===== src/hdl/assert_macros.svh =====
// Assertion macros shared by the RTL of the per-processor end time table.
// Needs nothing else; files that assert include it by name.
`ifndef ASSERT_MACROS_SVH
`define ASSERT_MACROS_SVH

// A property that must hold at every clock edge outside reset.
`define ASSERT_SYNC(lbl, clk, rst, prop, msg) \
  lbl: assert property (@(posedge clk) disable iff (rst) (prop)) else $error(msg);

// A condition that, once seen, forces a consequence in the next cycle.
`define ASSERT_NEXT(lbl, clk, rst, ante, cons, msg) \
  lbl: assert property (@(posedge clk) disable iff (rst) (ante) |=> (cons)) else $error(msg);

`endif


===== src/hdl/pet_pkg.sv =====
// Package for the per-processor end time table: transaction payload types,
// status codes and saturation limits. Depends on nothing.
package pet_pkg;

  localparam int SLOT_INDEX_W = 4;

  localparam logic [31:0] END_MAX   = 32'hFFFF_FFFF;
  localparam logic [15:0] COUNT_MAX = 16'hFFFF;

  localparam logic [1:0] STATUS_OK        = 2'd0;
  localparam logic [1:0] STATUS_FULL      = 2'd1;
  localparam logic [1:0] STATUS_SATURATED = 2'd2;

  typedef struct packed {
    logic [15:0] processor_number;
    logic [15:0] job_tag;
    logic [15:0] job_duration;
  } job_t;

  typedef struct packed {
    logic [15:0]             out_processor;
    logic [15:0]             out_tag;
    logic [15:0]             out_duration;
    logic [31:0]             end_time;
    logic [15:0]             job_position;
    logic [SLOT_INDEX_W-1:0] slot_index;
    logic                    new_processor;
    logic [1:0]              status;
  } result_t;

endpackage


===== src/hdl/pet_table.sv =====
// Slot table of the per-processor end time table: key compare, slot
// allocation, end time accumulation and job counting. Uses pet_pkg and
// assert_macros.svh.
`include "assert_macros.svh"

module pet_table #(
  parameter int SLOTS = 16
) (
  input  logic             clk,
  input  logic             rst,
  input  logic             fire,
  input  pet_pkg::job_t    job,
  output pet_pkg::result_t result
);
  import pet_pkg::*;

  localparam int IDX_W  = (SLOTS > 1) ? $clog2(SLOTS) : 1;
  localparam int USED_W = $clog2(SLOTS + 1);
  localparam int WIDE_W = (IDX_W > SLOT_INDEX_W) ? IDX_W : SLOT_INDEX_W;

  logic [SLOTS-1:0]  slot_valid;
  logic [15:0]       slot_processor [SLOTS];
  logic [31:0]       slot_end_time  [SLOTS];
  logic [15:0]       slot_job_count [SLOTS];
  logic [USED_W-1:0] slots_used;

  logic              hit;
  logic [IDX_W-1:0]  hit_idx;
  logic              table_full;
  logic              fresh;
  logic [IDX_W-1:0]  sel_idx;
  logic [31:0]       base_end;
  logic [32:0]       sum;
  logic              saturated;
  logic [31:0]       end_val;
  logic [15:0]       pos;
  logic [15:0]       count_next;
  logic [WIDE_W-1:0] wide_idx;

  always_comb begin
    hit     = 1'b0;
    hit_idx = '0;
    for (int i = SLOTS - 1; i >= 0; i--) begin
      if (slot_valid[i] && (slot_processor[i] == job.processor_number)) begin
        hit     = 1'b1;
        hit_idx = IDX_W'(i);
      end
    end
  end

  assign table_full = !hit && (slots_used == USED_W'(SLOTS));
  assign fresh      = !hit && !table_full;
  assign sel_idx    = hit ? hit_idx : slots_used[IDX_W-1:0];

  assign base_end   = fresh ? 32'd0 : slot_end_time[sel_idx];
  assign pos        = fresh ? 16'd0 : slot_job_count[sel_idx];
  assign sum        = 33'(base_end) + 33'(job.job_duration);
  assign saturated  = sum[32];
  assign end_val    = saturated ? END_MAX : sum[31:0];
  assign count_next = (pos == COUNT_MAX) ? pos : pos + 16'd1;
  assign wide_idx   = WIDE_W'(sel_idx);

  always_comb begin
    result.out_processor = job.processor_number;
    result.out_tag       = job.job_tag;
    result.out_duration  = job.job_duration;
    if (table_full) begin
      result.end_time      = 32'd0;
      result.job_position  = 16'd0;
      result.slot_index    = '0;
      result.new_processor = 1'b0;
      result.status        = STATUS_FULL;
    end else begin
      result.end_time      = end_val;
      result.job_position  = pos;
      result.slot_index    = wide_idx[SLOT_INDEX_W-1:0];
      result.new_processor = fresh;
      result.status        = saturated ? STATUS_SATURATED : STATUS_OK;
    end
  end

  always_ff @(posedge clk) begin
    if (rst) begin
      slot_valid <= '0;
      slots_used <= '0;
    end else if (fire && !table_full) begin
      slot_valid[sel_idx] <= 1'b1;
      if (fresh) begin
        slots_used <= slots_used + USED_W'(1);
      end
    end
  end

  always_ff @(posedge clk) begin
    if (fire && !table_full) begin
      slot_processor[sel_idx] <= job.processor_number;
      slot_end_time[sel_idx]  <= end_val;
      slot_job_count[sel_idx] <= count_next;
    end
  end

  `ASSERT_SYNC(a_used_bound, clk, rst, slots_used <= USED_W'(SLOTS), "slot count beyond table size")
  `ASSERT_SYNC(a_valid_count, clk, rst, $countones(slot_valid) == int'(slots_used), "valid slots disagree with slot count")
  `ASSERT_NEXT(a_full_frozen, clk, rst, fire && table_full, $stable(slots_used) && $stable(slot_valid), "table changed on a full miss")
  `ASSERT_NEXT(a_alloc_step, clk, rst, fire && fresh, slots_used == $past(slots_used) + USED_W'(1), "allocation did not advance slot count")

endmodule


===== src/hdl/per_processor_end_time_table_top.sv =====
// Top level of the per-processor end time table: input register, slot
// table and result register. Uses pet_pkg and pet_table.
//
//   Channel   Handshake                  Payload
//   job       job_valid / job_ready      job_data    (pet_pkg::job_t)
//   result    result_valid / result_ready result_data (pet_pkg::result_t)
//
// A job is taken into the input register, looked up and accounted as it leaves
// it, and its result is loaded into the result register at that same edge.
// The slot compare and the end time add form the single path between the two
// registers, so one job is accepted every cycle while results are taken.
// Reset clears the slot valid bits and the slot count.
// A stalled result holds the input register, which then holds job_ready low.
module per_processor_end_time_table_top #(
  parameter int SLOTS = 16
) (
  input  logic             clk,
  input  logic             rst,
  input  logic             job_valid,
  output logic             job_ready,
  input  pet_pkg::job_t    job_data,
  output logic             result_valid,
  input  logic             result_ready,
  output pet_pkg::result_t result_data
);
  import pet_pkg::*;

  logic    job_full;
  job_t    job_q;
  logic    result_full;
  result_t result_q;
  result_t result_next;
  logic    advance;

  assign advance      = job_full && (!result_full || result_ready);
  assign job_ready    = !job_full || advance;
  assign result_valid = result_full;
  assign result_data  = result_q;

  always_ff @(posedge clk) begin
    if (rst) begin
      job_full <= 1'b0;
    end else if (job_valid && job_ready) begin
      job_full <= 1'b1;
    end else if (advance) begin
      job_full <= 1'b0;
    end
  end

  always_ff @(posedge clk) begin
    if (job_valid && job_ready) begin
      job_q <= job_data;
    end
  end

  pet_table #(
    .SLOTS (SLOTS)
  ) u_table (
    .clk    (clk),
    .rst    (rst),
    .fire   (advance),
    .job    (job_q),
    .result (result_next)
  );

  always_ff @(posedge clk) begin
    if (rst) begin
      result_full <= 1'b0;
    end else if (advance) begin
      result_full <= 1'b1;
    end else if (result_ready) begin
      result_full <= 1'b0;
    end
  end

  always_ff @(posedge clk) begin
    if (advance) begin
      result_q <= result_next;
    end
  end

endmodule

===== config.mk =====
export PLATFORM = sky130hd
export DESIGN_NAME = per_processor_end_time_table_top
export DESIGN_NICKNAME = d
export VERILOG_FILES = /design/src/hdl/pet_pkg.sv /design/src/hdl/pet_table.sv /design/src/hdl/per_processor_end_time_table_top.sv
export VERILOG_INCLUDE_DIRS = /design/src /design/src/hdl
export SDC_FILE = /design/constraint.sdc
export NUM_CORES = 2
export LEC_CHECK = 0
export BUFFER_PORTS_ARGS = -buffer_cell sky130_fd_sc_hd__buf_4
export CAP_MARGIN = 20
export CORE_MARGIN = 2
export CORE_UTILIZATION = 31
export DETAILED_ROUTE_END_ITERATION = 16
export SLEW_MARGIN = 10
export SYNTH_ARGS = -nofsm -noshare
export SYNTH_HDL_FRONTEND = slang
export SYNTH_SLANG_ARGS = --single-unit

===== constraint.sdc =====
create_clock -name clk -period 12.8 [get_ports clk]
set_input_delay 2.56 -clock clk [delete_from_list [all_inputs] [get_ports clk]]
set_output_delay 2.56 -clock clk [all_outputs]
set_load 0.02 [all_outputs]

==> impl_summary.md <==
Placed design
After detailed placement, the total cell area comes to approximately 53000 µm². The worst setup timing slack at the placement stage is around 3.2 ns. The number of buffer cells added on primary ports is 156. Summed over all nets, the half-perimeter wirelength after detailed placement is 75.4 mm. Routability-driven placement finished with a final weighted congestion of 0.825.

Worst setup path
The cell at the slowest stage of the critical path is sky130_fd_sc_hd__nor2b_1. The worst setup path is captured at a flip-flop. The cell that appears most often on the critical path is sky130_fd_sc_hd__a21oi_1. For the worst setup path, the data required time is roughly 13 ns.

The critical path class is reg -> reg. The number of buffers and inverters on the critical path is 2. The category of cells accounting for the largest share of critical-path delay is simple AND/OR/NAND/NOR gates. The maximum cell stage delay along the critical path is slightly above 0.8 ns. The worst setup path is launched from a flip-flop. The critical path data arrival time is 10.10 ns. The maximum fanout encountered on the critical timing path is 71.

Flow run
Max-cap violations in this run came to 0.

Synth
The synthesized-area fraction occupied by xor and xnor cells is between 5 and 6%. In this run, synthesis inferred between 1000 and 1500 flip-flops with an integrated enable. The fraction of the mapped netlist area in simple logic gates is between 10% and 20%. The number of warnings printed during yosys synthesis is 0. The cell area that synthesis handed to floorplanning was 49700 µm². The adder-cell area share of the yosys netlist is less than 1%. By count the netlist is led by 1175 x sky130_fd_sc_hd__edfxtp_1, 609 x sky130_fd_sc_hd__nand2_1, 285 x sky130_fd_sc_hd__nand3_1. The synthesized netlist net count is between 3000 and 4000. The number of storage elements in the synthesis netlist is 1198.

The dominant cell by count in the synthesized netlist is sky130_fd_sc_hd__edfxtp_1. After synthesis, the largest family of logic cells by area is simple AND/OR/NAND/NOR gates. The distinct cell type count of the synthesized netlist is between 90 and 100. The compound-gate portion of the synthesized area is under 10%.

In the synthesized netlist the dominant register cell turns out to be sky130_fd_sc_hd__edfxtp_1. In this run the mean area of a mapped cell was roughly 14 µm². By area the synthesized netlist is led by sky130_fd_sc_hd__edfxtp_1 71%, sky130_fd_sc_hd__nand2_1 4.6%, sky130_fd_sc_hd__xnor2_1 3.8%.

The fraction of synthesized cell area taken by the top area cell type is 71.0%. The synthesized design spends more area on one cell type than any other, namely sky130_fd_sc_hd__edfxtp_1. For this run, the register share of the synthesized area comes to between 70% and 80%. The number of cells produced by synthesis is between 3000 and 4000. Counting flops with an async set or reset pin after synthesis yields a share of 0%. The mux contribution to synthesized area is under 10%.

CTS
The buffer type at the clock tree root is sky130_fd_sc_hd__clkbuf_16. TritonCTS built the clock tree. The post-cts sizing count is 0. The deepest level of the CTS H-tree is 4.

The sink count of the clock tree is about 1200. The number of hold buffers added after CTS is 0. The number of buffers created by CTS is 131. The total setup buffers inserted after CTS is 0.

In this run the deepest clock path goes through 3 buffers. The clock transition time at the flip-flop clock pins of the worst setup and hold paths is 0.06 ns. The worst-skew pair later-pin latency is approximately 0.77 ns.

Die
The number of top-level pins is between 150 and 200. The die width is roughly 400 µm. The placeable core region is about 160000 µm². The standard-cell row count is roughly 150. For this configuration, the core starts out at a cell density of between 30% and 40%. The die covers 164000 µm². The die height is roughly 400 µm.

Power and ir drop
IR analysis of the VDD net gives a maximum drop of roughly 0.12 mV. The analysis attributes to net switching a power of 1.87 mW. Power spread over the standard cell area amounts to 148 nW/µm². Net switching is 21.9% of the power.

The design internal power is approximately 6.7 mW. The share of total power in combinational logic is under 10%. The power share of the sequential group is approximately half. The clock power share is about 45%. In this run the static leakage power is 19.8 nW.

Layout
The ratio of cells with drive above 1 in the final layout is between 10% and 20%. The net count of the finished layout is between 3000 and 4000. The finished cells cover slightly below 60000 µm². The signed area change from the synthesized netlist to the final layout is 16.1%. The final standard cell utilization of the core is a little over a third.

GRT
The global routing usage summed across all routing layers is approximately 16%. Entering global routing, the biggest net connects 119 pins. The wire length of the first global-routing pass is between 150 and 200 mm. The number of antenna violations at the first check in global routing is 3. After global routing the overflow that remains totals 0. The via count of the first global-routing pass is ~30000.

Timing
The number of pins with negative max-slew slack in the final report came to 0. The count of final hold-check violations is 0. The final worst clock skew is 0.0417 ns. Setup repair after global routing left no endpoint under its margin.

Measured against its own limit, the worst slew margin works out to a little over a fifth. For the pin with the worst max-slew slack, the measured transition is 1.17 ns. The final setup slack of the worst path is roughly 3.1 ns. Setup violations remaining at the end of the flow were counted as 0. Hold is met by slightly above 0.4 ns. For this run, the top clock speed supported by timing is 103 MHz. The setup TNS is 0 ns. The clock period could shrink to between 9 and 10 ns. Dividing the final minimum period by the clock period gives between 70% and 80%.

Detailed routing
The via density per instance is just over 5. After detailed routing, the average wire length per cell comes to roughly 23 µm. The detailed router finished its first iteration with around 3400 violations. After detailed routing, the number of remaining DRC violations is 0. The total via count after detailed routing is 30334. The number of nets with antenna violations after routing is 0. The total wire length after detailed routing is about 140 mm. The number of detailed-routing iterations run before antenna repair is 5.

Run status
The flow ran to the end, and the final reports show no timing, DRC or antenna violations.

Worst hold path
The kind of path behind the tightest hold check is reg -> reg.
per-stage QoR:
stage	power, mW	cells
after global routing	8.79	5866
after CTS	8.62	5857
after detailed placement	4.81	5620
final	8.54	5867
after floorplan	4.67	3492
after global placement	4.80	5620
cells by family after synthesis:
group                      after synthesis
AOI/OAI and AO/OA                      316
xor gates and xnor gates               296
adders and majority gates               20
buffers and inverters                  206
DFF                                   1198
muxes                                  116
and+or+nand+nor                       1340
worst paths after layout:
kind                            slack, ns       from  cells past startpoint                      endpoint
worst max-delay path                 3.13  job_q[45]                     29  u_table.slot_end_time[8][31]
worst min-delay path                 0.41  job_q[16]                      0               result_data[71]
worst max register to register       3.13  job_q[45]                     29  u_table.slot_end_time[8][31]
worst min register to register       0.41  job_q[16]                      0               result_data[71]
flip-flops by register name, indices dropped and copies added (netlist names):
signal	count
result_valid	1
job_q	48
u_table.slot_job_count	256
u_table.slot_processor	256
u_table.slot_valid	16
u_table.slots_used	5
result_data	103
u_table.slot_end_time	512
job_full	1
layout make-up:
type                       instances  area [µm²]
tap                             2072        2590
clock buffer                     163        3530
clock inverter                    74         847
timing repair buffer             250        1920
sequential                      1198       35700
multi-input combinational       2088       13000
antenna                            1        2.50
fill                           14892      101000
inverter                          21        83.8
layer usage:
metal / GRT usage, % / up-vias / part of all wire [%]
li1: - / 13506 / -
met1: 22.1 / 15301 / 43
met2: 26.9 / 1291 / 48
met3: 2.71 / 234 / 7.0
met4: 5.56 / 2 / 2.9
met5: 0 / - / 0.0088
power groups by stage:
stage,registers [mW],logic [mW],clock network [mW]
6_report,4.35,0.380,3.81
5_1_grt,4.35,0.409,4.03
4_1_cts,4.35,0.381,3.89
3_5_place_dp,4.43,0.379,0
3_3_place_gp,4.43,0.375,0
2_1_floorplan,4.44,0.226,0
cells in the final DEF, fill, tap and decap left out, types with 11 or more instances in the layout:
cell type                      n
sky130_fd_sc_hd__clkinv_2     22
sky130_fd_sc_hd__nor2_1       86
sky130_fd_sc_hd__clkinv_1     22
sky130_fd_sc_hd__nor2b_1      19
sky130_fd_sc_hd__mux2i_1      96
sky130_fd_sc_hd__ha_1         19
sky130_fd_sc_hd__and3_1       22
sky130_fd_sc_hd__nor4_2       11
sky130_fd_sc_hd__nand3_1     284
sky130_fd_sc_hd__nand2_1     608
sky130_fd_sc_hd__nor3_1       28
sky130_fd_sc_hd__xnor2_1     213
sky130_fd_sc_hd__nor3_2       12
sky130_fd_sc_hd__nand4_1      97
sky130_fd_sc_hd__dfxtp_1      23
sky130_fd_sc_hd__buf_4       246
sky130_fd_sc_hd__inv_1        19
sky130_fd_sc_hd__or4_1        24
sky130_fd_sc_hd__and4_1       23
sky130_fd_sc_hd__o21ai_0      12
sky130_fd_sc_hd__clkbuf_16   134
sky130_fd_sc_hd__xor2_1       81
sky130_fd_sc_hd__nor4_1       35
sky130_fd_sc_hd__mux2_2       18
sky130_fd_sc_hd__a21oi_1     132
sky130_fd_sc_hd__o22ai_1      15
sky130_fd_sc_hd__clkbuf_1     22
sky130_fd_sc_hd__a22oi_1      12
sky130_fd_sc_hd__a31oi_1      20
sky130_fd_sc_hd__edfxtp_1   1175
sky130_fd_sc_hd__bufinv_16    12
sky130_fd_sc_hd__a32oi_1      12
sky130_fd_sc_hd__o21a_1       19
Power figures use the tool's default switching activity.
